<file path="config.mk">
export PLATFORM = sky130hd
export DESIGN_NAME = integer_to_ascii_radix_formatter_core
export DESIGN_NICKNAME = d
export VERILOG_FILES = /design/src/hdl/itoa_pkg.sv /design/src/hdl/integer_to_ascii_radix_formatter_core.sv
export SDC_FILE = /design/constraint.sdc
export NUM_CORES = 1
export LEC_CHECK = 0
export ABC_CLOCK_PERIOD_IN_PS = 4280
export BUFFER_PORTS_ARGS = -buffer_cell sky130_fd_sc_hd__clkbuf_2
export CAP_MARGIN = 20
export CORE_UTILIZATION = 50
export CTS_BUF_LIST = sky130_fd_sc_hd__clkbuf_16
export DETAILED_ROUTE_END_ITERATION = 10
export GPL_TIMING_DRIVEN = 0
export PLACE_DENSITY = 0.66
export SLEW_MARGIN = 20
export SYNTH_ARGS = -nofsm -noshare
export SYNTH_HDL_FRONTEND = slang
export SYNTH_SLANG_ARGS = --single-unit
</file>
<file path="constraint.sdc">
create_clock -name aclk -period 4.28 [get_ports aclk]
set_clock_uncertainty 0.1 [all_clocks]
set_input_delay 1.07 -clock aclk [delete_from_list [all_inputs] [get_ports aclk]]
set_output_delay 1.07 -clock aclk [all_outputs]
set_load 0.02 [all_outputs]
</file>
<file path="src/hdl/itoa_pkg.sv">
package itoa_pkg;

    typedef enum logic [2:0] {
        FN_CHAR = 3'd0,
        FN_UDEC = 3'd1,
        FN_SDEC = 3'd2,
        FN_OCT  = 3'd3,
        FN_HEX  = 3'd4
    } func_t;

    typedef enum logic [2:0] {
        ST_IDLE,
        ST_RAW,
        ST_CONV,
        ST_SKIP,
        ST_PRE,
        ST_DIG,
        ST_SPACE
    } state_t;

    localparam int unsigned NDIG     = 11;          // octal of 32 bits needs 11 digits
    localparam int unsigned DIG_W    = 4 * NDIG;
    localparam int unsigned VAL_W    = 32;
    localparam int unsigned NDIG_W   = 4;
    localparam int unsigned BITCNT_W = 5;

    localparam logic [7:0] CH_ZERO  = 8'h30;
    localparam logic [7:0] CH_UPA   = 8'h41;
    localparam logic [7:0] CH_MINUS = 8'h2D;
    localparam logic [7:0] CH_X     = 8'h78;
    localparam logic [7:0] CH_SPACE = 8'h20;

    // 0-9 then A-F
    function automatic logic [7:0] digit_char(input logic [3:0] d);
        logic [7:0] c;
        if (d < 4'd10) begin
            c = CH_ZERO + {4'd0, d};
        end else begin
            c = CH_UPA + {4'd0, d} - 8'd10;
        end
        return c;
    endfunction

    // true when every nibble is a valid BCD digit
    function automatic logic bcd_ok(input logic [DIG_W-1:0] v);
        logic ok;
        ok = 1'b1;
        for (int i = 0; i < NDIG; i++) begin
            if (v[4*i +: 4] > 4'd9) begin
                ok = 1'b0;
            end
        end
        return ok;
    endfunction

endpackage

</file>
<file path="src/hdl/integer_to_ascii_radix_formatter_core.sv">
// Integer-to-ASCII formatter.
// Input channel (s_valid/s_ready, s_func, s_value) takes one word: a format
// code and a 32-bit value. Output channel (m_valid/m_ready, m_text_char,
// m_last) returns the text one character per word, m_last on the final one.
// Formats: raw byte, unsigned decimal, signed decimal ('-' prefix), octal
// ('0' prefix), hex ("0x" prefix, upper case). Numeric forms end in a space.
// Unused format codes are taken and dropped with no output.
// Steps per word, one word in flight at a time:
//   raw byte: the word is taken, then the character is sent.
//   decimal: shift-add-3 conversion, one value bit per cycle, then the
//   skip phase drops leading zeros, one per cycle, then the characters
//   go out one per cycle while the receiver keeps up (up to 12). Skipped
//   zeros and digits always add up to 11. Octal and hex skip the conversion:
//   their digits are the value's bit groups, loaded as the word is taken.
// The last character sits in the output register while the next word is
// taken, so a slow receiver overlaps with the start of the next value.
// A stalled receiver holds the character; conversion runs on, output waits.
// Reset (aresetn, synchronous, low) returns to idle and drops any output.
module integer_to_ascii_radix_formatter_core (
    input  logic                        aclk,
    input  logic                        aresetn,
    input  logic                        s_valid,
    output logic                        s_ready,
    input  logic [2:0]                  s_func,
    input  logic [itoa_pkg::VAL_W-1:0]  s_value,
    output logic                        m_valid,
    input  logic                        m_ready,
    output logic [7:0]                  m_text_char,
    output logic                        m_last
);
    import itoa_pkg::*;

    state_t               state_reg, state_next;
    func_t                func_reg, func_next;
    logic                 neg_reg, neg_next;
    logic                 pre_reg, pre_next;          // hex prefix position
    logic [BITCNT_W-1:0]  bit_cnt_reg, bit_cnt_next;
    logic [NDIG_W-1:0]    ndig_reg, ndig_next;        // digits still in dig_reg
    logic [VAL_W-1:0]     bin_reg, bin_next;
    logic [DIG_W-1:0]     dig_reg, dig_next;
    logic                 m_valid_reg, m_valid_next;
    logic [7:0]           m_char_reg, m_char_next;
    logic                 m_last_reg, m_last_next;

    logic                 out_free;
    logic [VAL_W:0]       val_ext;
    logic [DIG_W-1:0]     oct_dig, hex_dig, dab_dig;
    logic [3:0]           top_dig;

    assign out_free    = !m_valid_reg || m_ready;
    assign s_ready     = (state_reg == ST_IDLE);
    assign m_valid     = m_valid_reg;
    assign m_text_char = m_char_reg;
    assign m_last      = m_last_reg;
    assign top_dig     = dig_reg[DIG_W-1 -: 4];
    assign val_ext     = {1'b0, s_value};

    // octal/hex digits straight from bit groups; shift-add-3 correction
    always_comb begin
        oct_dig = '0;
        hex_dig = '0;
        dab_dig = dig_reg;
        for (int i = 0; i < NDIG; i++) begin
            oct_dig[4*i +: 4] = {1'b0, val_ext[3*i +: 3]};
            if (dig_reg[4*i +: 4] > 4'd4) begin
                dab_dig[4*i +: 4] = dig_reg[4*i +: 4] + 4'd3;
            end
        end
        hex_dig[VAL_W-1:0] = s_value;
    end

    always_comb begin
        state_next   = state_reg;
        func_next    = func_reg;
        neg_next     = neg_reg;
        pre_next     = pre_reg;
        bit_cnt_next = bit_cnt_reg;
        ndig_next    = ndig_reg;
        bin_next     = bin_reg;
        dig_next     = dig_reg;
        m_valid_next = m_valid_reg && !m_ready;
        m_char_next  = m_char_reg;
        m_last_next  = m_last_reg;

        unique case (state_reg)
            ST_IDLE: begin
                if (s_valid) begin
                    func_next    = func_t'(s_func);
                    neg_next     = (s_func == FN_SDEC) && s_value[VAL_W-1];
                    pre_next     = 1'b0;
                    bit_cnt_next = '0;
                    ndig_next    = NDIG_W'(NDIG);
                    bin_next     = s_value;
                    dig_next     = '0;
                    case (s_func)
                        FN_CHAR: state_next = ST_RAW;
                        FN_UDEC: state_next = ST_CONV;
                        FN_SDEC: begin
                            if (s_value[VAL_W-1]) begin
                                bin_next = '0 - s_value;
                            end
                            state_next = ST_CONV;
                        end
                        FN_OCT: begin
                            dig_next   = oct_dig;
                            state_next = ST_SKIP;
                        end
                        FN_HEX: begin
                            dig_next   = hex_dig;
                            state_next = ST_SKIP;
                        end
                        default: state_next = ST_IDLE;
                    endcase
                end
            end
            ST_RAW: begin
                if (out_free) begin
                    m_valid_next = 1'b1;
                    m_char_next  = bin_reg[7:0];
                    m_last_next  = 1'b1;
                    state_next   = ST_IDLE;
                end
            end
            ST_CONV: begin
                dig_next     = {dab_dig[DIG_W-2:0], bin_reg[VAL_W-1]};
                bin_next     = {bin_reg[VAL_W-2:0], 1'b0};
                bit_cnt_next = bit_cnt_reg + 1'b1;
                if (bit_cnt_reg == BITCNT_W'(VAL_W - 1)) begin
                    state_next = ST_SKIP;
                end
            end
            ST_SKIP: begin
                if (top_dig == 4'd0 && ndig_reg > NDIG_W'(1)) begin
                    dig_next  = {dig_reg[DIG_W-5:0], 4'd0};
                    ndig_next = ndig_reg - 1'b1;
                end else if (func_reg == FN_UDEC || (func_reg == FN_SDEC && !neg_reg)) begin
                    state_next = ST_DIG;
                end else begin
                    state_next = ST_PRE;
                end
            end
            ST_PRE: begin
                if (out_free) begin
                    m_valid_next = 1'b1;
                    m_last_next  = 1'b0;
                    state_next   = ST_DIG;
                    case (func_reg)
                        FN_SDEC: m_char_next = CH_MINUS;
                        FN_HEX: begin
                            m_char_next = pre_reg ? CH_X : CH_ZERO;
                            pre_next    = 1'b1;
                            if (!pre_reg) begin
                                state_next = ST_PRE;
                            end
                        end
                        default: m_char_next = CH_ZERO;
                    endcase
                end
            end
            ST_DIG: begin
                if (out_free) begin
                    m_valid_next = 1'b1;
                    m_char_next  = digit_char(top_dig);
                    m_last_next  = 1'b0;
                    dig_next     = {dig_reg[DIG_W-5:0], 4'd0};
                    ndig_next    = ndig_reg - 1'b1;
                    if (ndig_reg == NDIG_W'(1)) begin
                        state_next = ST_SPACE;
                    end
                end
            end
            ST_SPACE: begin
                if (out_free) begin
                    m_valid_next = 1'b1;
                    m_char_next  = CH_SPACE;
                    m_last_next  = 1'b1;
                    state_next   = ST_IDLE;
                end
            end
            default: state_next = ST_IDLE;
        endcase
    end

    always_ff @(posedge aclk) begin
        if (!aresetn) begin
            state_reg   <= ST_IDLE;
            m_valid_reg <= 1'b0;
        end else begin
            state_reg   <= state_next;
            m_valid_reg <= m_valid_next;
        end
    end

    always_ff @(posedge aclk) begin
        func_reg    <= func_next;
        neg_reg     <= neg_next;
        pre_reg     <= pre_next;
        bit_cnt_reg <= bit_cnt_next;
        ndig_reg    <= ndig_next;
        bin_reg     <= bin_next;
        dig_reg     <= dig_next;
        m_char_reg  <= m_char_next;
        m_last_reg  <= m_last_next;
    end

    a_dig_count: assert property (@(posedge aclk) disable iff (!aresetn)
        (state_reg == ST_DIG) |-> (ndig_reg != '0))
        else $error("digit phase with no digits left");

    a_bcd_valid: assert property (@(posedge aclk) disable iff (!aresetn)
        (state_reg == ST_CONV) |-> bcd_ok(dig_reg))
        else $error("conversion holds a non-decimal digit");

    a_bad_func: assert property (@(posedge aclk) disable iff (!aresetn)
        (s_valid && s_ready && s_func > FN_HEX) |=> (state_reg == ST_IDLE))
        else $error("unused format code started work");

    a_space_last: assert property (@(posedge aclk) disable iff (!aresetn)
        (state_reg == ST_SPACE && out_free) |=> (m_valid && m_last && m_text_char == CH_SPACE))
        else $error("trailing space not sent as last word");

endmodule

</file>
==> results.py, run 1 <==
metrics = {
    "global_routing": {
        "grt_util_all_layers": 0.281,
        "grt-ovfl-total": 0,
        "grt_start_max_net_pins": 45,
        "grt_pass1_wl_um": 27900,
        "number_of_antenna_violations_at_the_first_check_in_global_routing": 0,
        "grt_pass1_vias": 5179,
    },
    "sta": {
        "finalSetupViolCount": 0,
        "relSlewSlack": 0.405,
        "worst_slew_pin_slew_ns": 0.893,
        "period_share": 0.695,
        "timing.fmax_mhz": 336,
        "final-hold-violation-count": 0,
        "final_critical_path_time_including_i_o_delays_and_setup_ns": 2.98,
        "fin_setup_tns_ns": 0,
        "fin_hold_ws_ns": 0.433,
        "timing.final.max_slew_violations": 0,
        "rsz0062_at_grt": "false",
    },
    "synth": {
        "synthDominantAreaCellType": "sky130_fd_sc_hd__edfxtp_1",
        "yosysTopAreaCellShare": 0.460,
        "netlist-cell-type-count": 70,
        "postSynthCellCount": 667,
        "ys_async_sr_fraction": 0,
        "synth-seq-area-share": 0.472,
        "yosys-top-cells-area": "sky130_fd_sc_hd__edfxtp_1 (46%), sky130_fd_sc_hd__nand2_1 (5.6%), sky130_fd_sc_hd__o21ai_0 (4.6%)",
        "synth_warnings": 0,
        "synth_enable_flop_cells": 99,
        "synth_area_sq_um": 6460,
        "synth_seq_cells": 103,
        "synthFlopType": "sky130_fd_sc_hd__edfxtp_1",
        "mappedNetlistNets": 722,
        "syn-mean-instance-area_sq_um": 9.69,
    },
    "cts": {
        "worst_setup_hold_path_clk_slew_ns": 0.07,
        "root_buffer": "sky130_fd_sc_hd__clkbuf_16",
        "post_cts.repair.setup_buffers": 0,
        "ctsLongestPathBuffers": 2,
        "holdBufCountCts": 0,
        "clkSinkCount": 103,
        "cts_tree": "built",
        "cts_inserted_buffers": 9,
        "cts_resized": 0,
        "level_count_of_the_clock_h_tree": 3,
        "clock_insertion_delay_worst_skew_ns": 0.36,
    },
    "pwr": {
        "max-vdd-ir-drop_mv": 0.197,
        "power-per-cell-area_nw_per_um2": 458,
        "static-leakage-power_nw": 2.67,
    },
    "setup_path": {
        "critPathLaunchType": "flip-flop",
        "end_kind": "flip-flop",
        "cp.arrival_ns": 2.86,
        "timing.critical_path.fanout_max": 37,
        "timing.critical_path.required_ns": 4.16,
        "crit_path_class": "reg -> reg",
    },
    "detailed_routing": {
        "num_vias": 5578,
        "drtIter0Drc": 608,
        "finalWirelength_um": 18000,
        "route.detailed.drc": 0,
        "route.antenna.remaining_nets": 0,
        "viasPerCell": 6.18,
        "drt-wirelength-per-cell_um": 19.9,
        "detail_route.first_pass.iterations": 6,
    },
    "cells_and_area": {
        "layout-area-overhead-vs-synth_pct": 12.3,
        "fin_util": 0.575,
        "layout.filler_cells": 1122,
        "area_used_by_sequential_logic_in_the_layout_sq_um": 3050,
        "layout.cells.most_common_list": "sky130_fd_sc_hd__edfxtp_1 (99), sky130_fd_sc_hd__nand2_1 (96), sky130_fd_sc_hd__o21ai_0 (59)",
        "multi_input_comb_area_sq_um": 3110,
        "antenna_cells_inserted": 0,
        "post_route_cells_drive_above_1_share": 0.136,
        "largest_register_ffs": 44,
        "mostFrequentLayoutCell": "sky130_fd_sc_hd__edfxtp_1",
        "design.final.nets": 780,
    },
    "place": {
        "finalWeightedCongestion": 0.965,
        "dp_hpwl_um": 12500,
        "count_of_input_and_output_buffers": 47,
    },
    "floorplan": {
        "chip_width_um": 116,
        "core.rowCount": 41,
        "core_region_area_sq_um": 12600,
        "initial_core_util": 0.512,
        "top_level_ports": 50,
        "die_y_um": 116,
        "dieArea_sq_um": 13400,
    },
    "run": {
        "drv.max_cap_violation_count": 0,
    },
    "worst_hold_path": {
        "worstHoldPathType": "reg -> reg",
    },
    "run_status": {
        "outcome": "complete, no violations",
    },
}
==> stage by stage <==
stage / instance area [sq um] / power (mW) / setup WS [ns] / instances
finish: 7260 / 3.33 / 1.30 / 902
global route: 7260 / 3.48 / 1.08 / 902
CTS: 7260 / 3.32 / 1.29 / 902
detailed placement: 6920 / 2.38 / 1.05 / 886
global placement: 6910 / 2.35 / 0.402 / 886
floorplan: 6460 / 2.11 / 1.10 / 667
==> cell type report <==
| type | instances | area share |
|---|---|---|
| flip-flops and latches | 103 | 0.421 |
| clock inverters | 7 | 0.0153 |
| multi-input cells | 487 | 0.428 |
| plain buffers | 33 | 0.0200 |
| inverters | 44 | 0.0228 |
| well taps | 172 | 0.0297 |
| repair buffers | 47 | 0.0324 |
| clock buffers | 9 | 0.0310 |
==> cell families after synthesis <==
| group | Yosys count | share of synthesized area |
|---|---|---|
| buf+inv | 77 | 0.0480 |
| flops | 103 | 0.472 |
| mux | 8 | 0.0130 |
| xor+xnor | 44 | 0.0596 |
| compound gates | 203 | 0.213 |
| fa+ha+maj | 16 | 0.0310 |
| simple gates | 216 | 0.163 |
==> routing by layer <==
metal | GRT usage | wire, um | up-vias
met3 | 0.0497 | 1280 | 42
met4 | 0.116 | 519 | 0
met1 | 0.381 | 7770 | 2676
li1 | - | - | 2587
met2 | 0.446 | 8400 | 273
met5 | 0 | 0 | -
==> critical path, stage by stage (launching register included) <==
cell and delay, ns:
sky130_fd_sc_hd__dfxtp_1 0.30, sky130_fd_sc_hd__buf_2 0.16, sky130_fd_sc_hd__nand2b_1 0.22, sky130_fd_sc_hd__nor2_1 0.34, sky130_fd_sc_hd__clkbuf_1 0.63, sky130_fd_sc_hd__or2_2 0.83
==> Yosys cell counts (all sizes together) (3+ instances only) <==
| cell | n |
|---|---|
| edfxtp | 99 |
| nand2 | 98 |
| o21ai | 61 |
| a21oi | 55 |
| nor2 | 47 |
| inv | 44 |
| xnor2 | 22 |
| xor2 | 22 |
| a221o | 20 |
| nor3 | 18 |
| clkbuf | 17 |
| buf | 16 |
| ha | 16 |
| a22oi | 14 |
| or3 | 10 |
| nor3b | 8 |
| a222oi | 7 |
| o31ai | 7 |
| o41ai | 7 |
| a31oi | 6 |
| and3 | 5 |
| mux2i | 5 |
| dfxtp | 4 |
| nand2b | 4 |
| nor2b | 4 |
| nor4 | 4 |
| o2bb2ai | 4 |
| or2 | 4 |
| and2 | 3 |
| mux2 | 3 |
| nand3 | 3 |
| or4 | 3 |
==> where the power goes <==
part	total, mW	switching [mW]	internal, mW
clock	0.949	0.380	0.568
combinational	0.848	0.535	0.313
sequential	1.53	0.149	1.38
==> path summary, 6_finish.rpt <==
kind	slack, ns	end	depth (start not counted)	startpoint
min	0.43	bin_reg[19]	2	bin_reg[18]
min reg2reg	0.43	bin_reg[19]	2	bin_reg[18]
max	1.30	bit_cnt_reg[1]	5	state_reg[2]
max reg2reg	1.30	bit_cnt_reg[1]	5	state_reg[2]
(Power assumes the default switching activity.)
==> run 2, diff against run 1 <==
--- a/config.mk
+++ b/config.mk
@@ -5,14 +5,14 @@
 export SDC_FILE = /design/constraint.sdc
 export NUM_CORES = 1
 export LEC_CHECK = 0
-export ABC_CLOCK_PERIOD_IN_PS = 4280
+export ABC_CLOCK_PERIOD_IN_PS = 2450
 export BUFFER_PORTS_ARGS = -buffer_cell sky130_fd_sc_hd__clkbuf_2
 export CAP_MARGIN = 20
 export CORE_UTILIZATION = 50
 export CTS_BUF_LIST = sky130_fd_sc_hd__clkbuf_16
 export DETAILED_ROUTE_END_ITERATION = 10
 export GPL_TIMING_DRIVEN = 0
-export PLACE_DENSITY = 0.66
+export PLACE_DENSITY = 0.69
 export SLEW_MARGIN = 20
 export SYNTH_ARGS = -nofsm -noshare
 export SYNTH_HDL_FRONTEND = slang
==> constraint.sdc (replaced) <==
create_clock -name aclk -period 2.45 [get_ports aclk]
set_clock_uncertainty 0.1 [all_clocks]
set_input_delay 0.6125 -clock aclk [delete_from_list [all_inputs] [get_ports aclk]]
set_output_delay 0.6125 -clock aclk [all_outputs]
set_load 0.02 [all_outputs]
==> run 2 against run 1 <==
  * Sequential cell count unchanged
  * Critical path depth up 1
  * Utilization up 1.1 points
  * First-iteration DRC count is 22% higher
  * Sequential share of layout area fell by 0.81 points
  * Total power increased by 71%
  * Combinational power rose by 88%
  * Largest cell class unchanged
  * Worst hold slack lost 0.021 ns
==> results.py, run 2 (same netlist as run 1, synthesis figures left out) <==
metrics = {
    "cells_and_area": {
        "design.final.nets": 786,
        "layout.cells.most_common_list": "sky130_fd_sc_hd__edfxtp_1 (99), sky130_fd_sc_hd__nand2_1 (94), sky130_fd_sc_hd__o21ai_0 (58)",
        "largest_register_ffs": 44,
        "mostFrequentLayoutCell": "sky130_fd_sc_hd__edfxtp_1",
        "layout-area-overhead-vs-synth_pct": 14.5,
        "layout.filler_cells": 1126,
        "antenna_cells_inserted": 0,
        "post_route_cells_drive_above_1_share": 0.167,
        "fin_util": 0.586,
    },
    "global_routing": {
        "grt-ovfl-total": 0,
        "grt_pass1_wl_um": 28200,
        "grt_start_max_net_pins": 23,
        "grt_pass1_vias": 5223,
        "number_of_antenna_violations_at_the_first_check_in_global_routing": 0,
        "grt_util_all_layers": 0.287,
    },
    "setup_path": {
        "timing.critical_path.cells": "ha_1, or2_2, a2111oi_4, o21ai_0, a21o_4, nand2_8",
        "timing.rr.end": "dig_reg[42]",
        "worstReg2RegStart": "ndig_reg[0]",
        "end_kind": "flip-flop",
        "cpLargestDelayFamily": "compound AO/OA/AOI/OAI gates",
        "crit_path_top_delay_cell": "sky130_fd_sc_hd__edfxtp_1",
        "timing.critical_path.fanout_max": 11,
        "timing.critical_path.required_ns": 2.40,
        "sum_of_buffers_and_inverters_on_the_critical_path": 0,
        "crit_path_class": "reg -> reg",
        "cp.arrival_ns": 2.32,
        "timing.reg2reg.worst_path_depth": 6,
        "critPathLaunchType": "flip-flop",
        "reg2reg_setup_slack_ns": 0.08,
        "timing.critical_path.slowest_cell_delay_ns": 0.44,
    },
    "detailed_routing": {
        "viasPerCell": 6.30,
        "drtIter0Drc": 744,
        "drt-wirelength-per-cell_um": 20.6,
        "detail_route.first_pass.iterations": 6,
        "route.antenna.remaining_nets": 0,
        "route.detailed.drc": 0,
        "num_vias": 5723,
        "finalWirelength_um": 18700,
    },
    "pwr": {
        "max-vdd-ir-drop_mv": 0.420,
        "power-per-cell-area_nw_per_um2": 770,
        "p_total_mw": 5.70,
        "static-leakage-power_nw": 2.72,
    },
    "sta": {
        "worst_slew_pin_slew_ns": 0.719,
        "period_share": 0.968,
        "finalSetupViolCount": 0,
        "rsz0062_at_grt": "true",
        "worst_slack_ns": 0.0794,
        "relSlewSlack": 0.516,
        "fin_hold_ws_ns": 0.412,
        "final_critical_path_time_including_i_o_delays_and_setup_ns": 2.37,
        "timing.fmax_mhz": 422,
        "timing.final.max_slew_violations": 0,
        "final-hold-violation-count": 0,
    },
    "floorplan": {
        "die_y_um": 116,
        "core_region_area_sq_um": 12600,
        "initial_core_util": 0.512,
        "core.rowCount": 41,
        "dieArea_sq_um": 13400,
        "top_level_ports": 50,
        "chip_width_um": 116,
    },
    "cts": {
        "clock_insertion_delay_worst_skew_ns": 0.35,
        "worst_setup_hold_path_clk_slew_ns": 0.07,
        "clkSinkCount": 103,
        "cts_tree": "built",
        "holdBufCountCts": 0,
        "root_buffer": "sky130_fd_sc_hd__clkbuf_16",
        "ctsLongestPathBuffers": 2,
        "cts_inserted_buffers": 9,
        "level_count_of_the_clock_h_tree": 3,
    },
    "worst_hold_path": {
        "hold_crit_endpoint": "func_reg[0]",
        "hold-path-cell-count": 1,
        "worst_hold_startpoint": "s_func[0]",
        "worstHoldPathType": "in -> reg",
    },
    "run_status": {
        "outcome": "complete, no violations",
    },
    "run": {
        "drv.max_cap_violation_count": 0,
    },
    "place": {
        "dp_hpwl_um": 12600,
        "dp_slack_ns": -0.621,
        "finalWeightedCongestion": 0.884,
        "count_of_input_and_output_buffers": 47,
    },
}
-- run 2: cell count changes in the layout (fill, tap and decap cells not counted), sizes merged --
cell    before  now
clkbuf      73   77
inv         44   45
bufinv       3    1
clkinv       4    5
or2          4    5
nand2       98  101
buf         16   14
-- run 2: area by class of cell --
class                      count  area [sq um]  area share
inverter                      44           165      0.0223
clock inverter                 7          62.6     0.00845
sequential                   103          3050       0.413
clock buffer                   9           225      0.0304
tap                          172           215      0.0291
buffer                        33           163      0.0220
multi-input combinational    491          3270       0.441
timing repair buffer          49           250      0.0338
-- run 2: how the worst max path moves through the flow --
stage	from	to	slack, ns	cells after the start
final	ndig_reg[0]	dig_reg[42]	0.08	6
after global routing	ndig_reg[0]	dig_reg[26]	-0.008	6
after CTS	s_func[2]	bin_reg[21]	0.001	8
after detailed placement	state_reg[0]	bin_reg[24]	-0.62	6
after global placement	state_reg[0]	bin_reg[18]	-0.53	6
after floorplan	s_value[17]	bin_reg[24]	0.07	6
-- run 2: metrics by stage --
| step | instance area, sq um | setup TNS (ns) | instances |
|---|---|---|---|
| final | 7400 | 0 | 908 |
| after global routing | 7400 | -0.120 | 908 |
| after CTS | 7320 | 0 | 906 |
| after detailed placement | 6940 | -39.53 | 886 |
| after global placement | 6940 | -32.70 | 886 |
| after floorplan | 6490 | 0 | 667 |
-- run 2: worst reg2reg max path: cells and delay by family (launching register included) --
family                   cells  cell delay, ns
AND/OR/NAND/NOR              2            0.49
AO/OA/AOI/OAI                3            0.80
adder cells (fa/ha/maj)      1            0.24
flip-flops                   1            0.44
-- run 2: timing repair --
action	4_1_cts	5_1_grt
setup endpoints to repair	119	111
pin swaps	4	1
cloned	3	1
setup buffers	1	1
resized for setup	15	19
-- run 2: metal layers --
metal	GRT usage	vias up	share of wire
met5	0	-	0
li1	-	2608	-
met1	0.389	2762	0.41
met2	0.458	305	0.47
met4	0.132	0	0.030
met3	0.0403	48	0.088
-- run 2: power breakdown --
| part | switching, mW | total, mW | internal (mW) |
|---|---|---|---|
| clock | 0.655 | 1.44 | 0.786 |
| combinational | 1.01 | 1.59 | 0.589 |
| sequential | 0.259 | 2.66 | 2.40 |
| total | 1.92 | 5.70 | 3.78 |
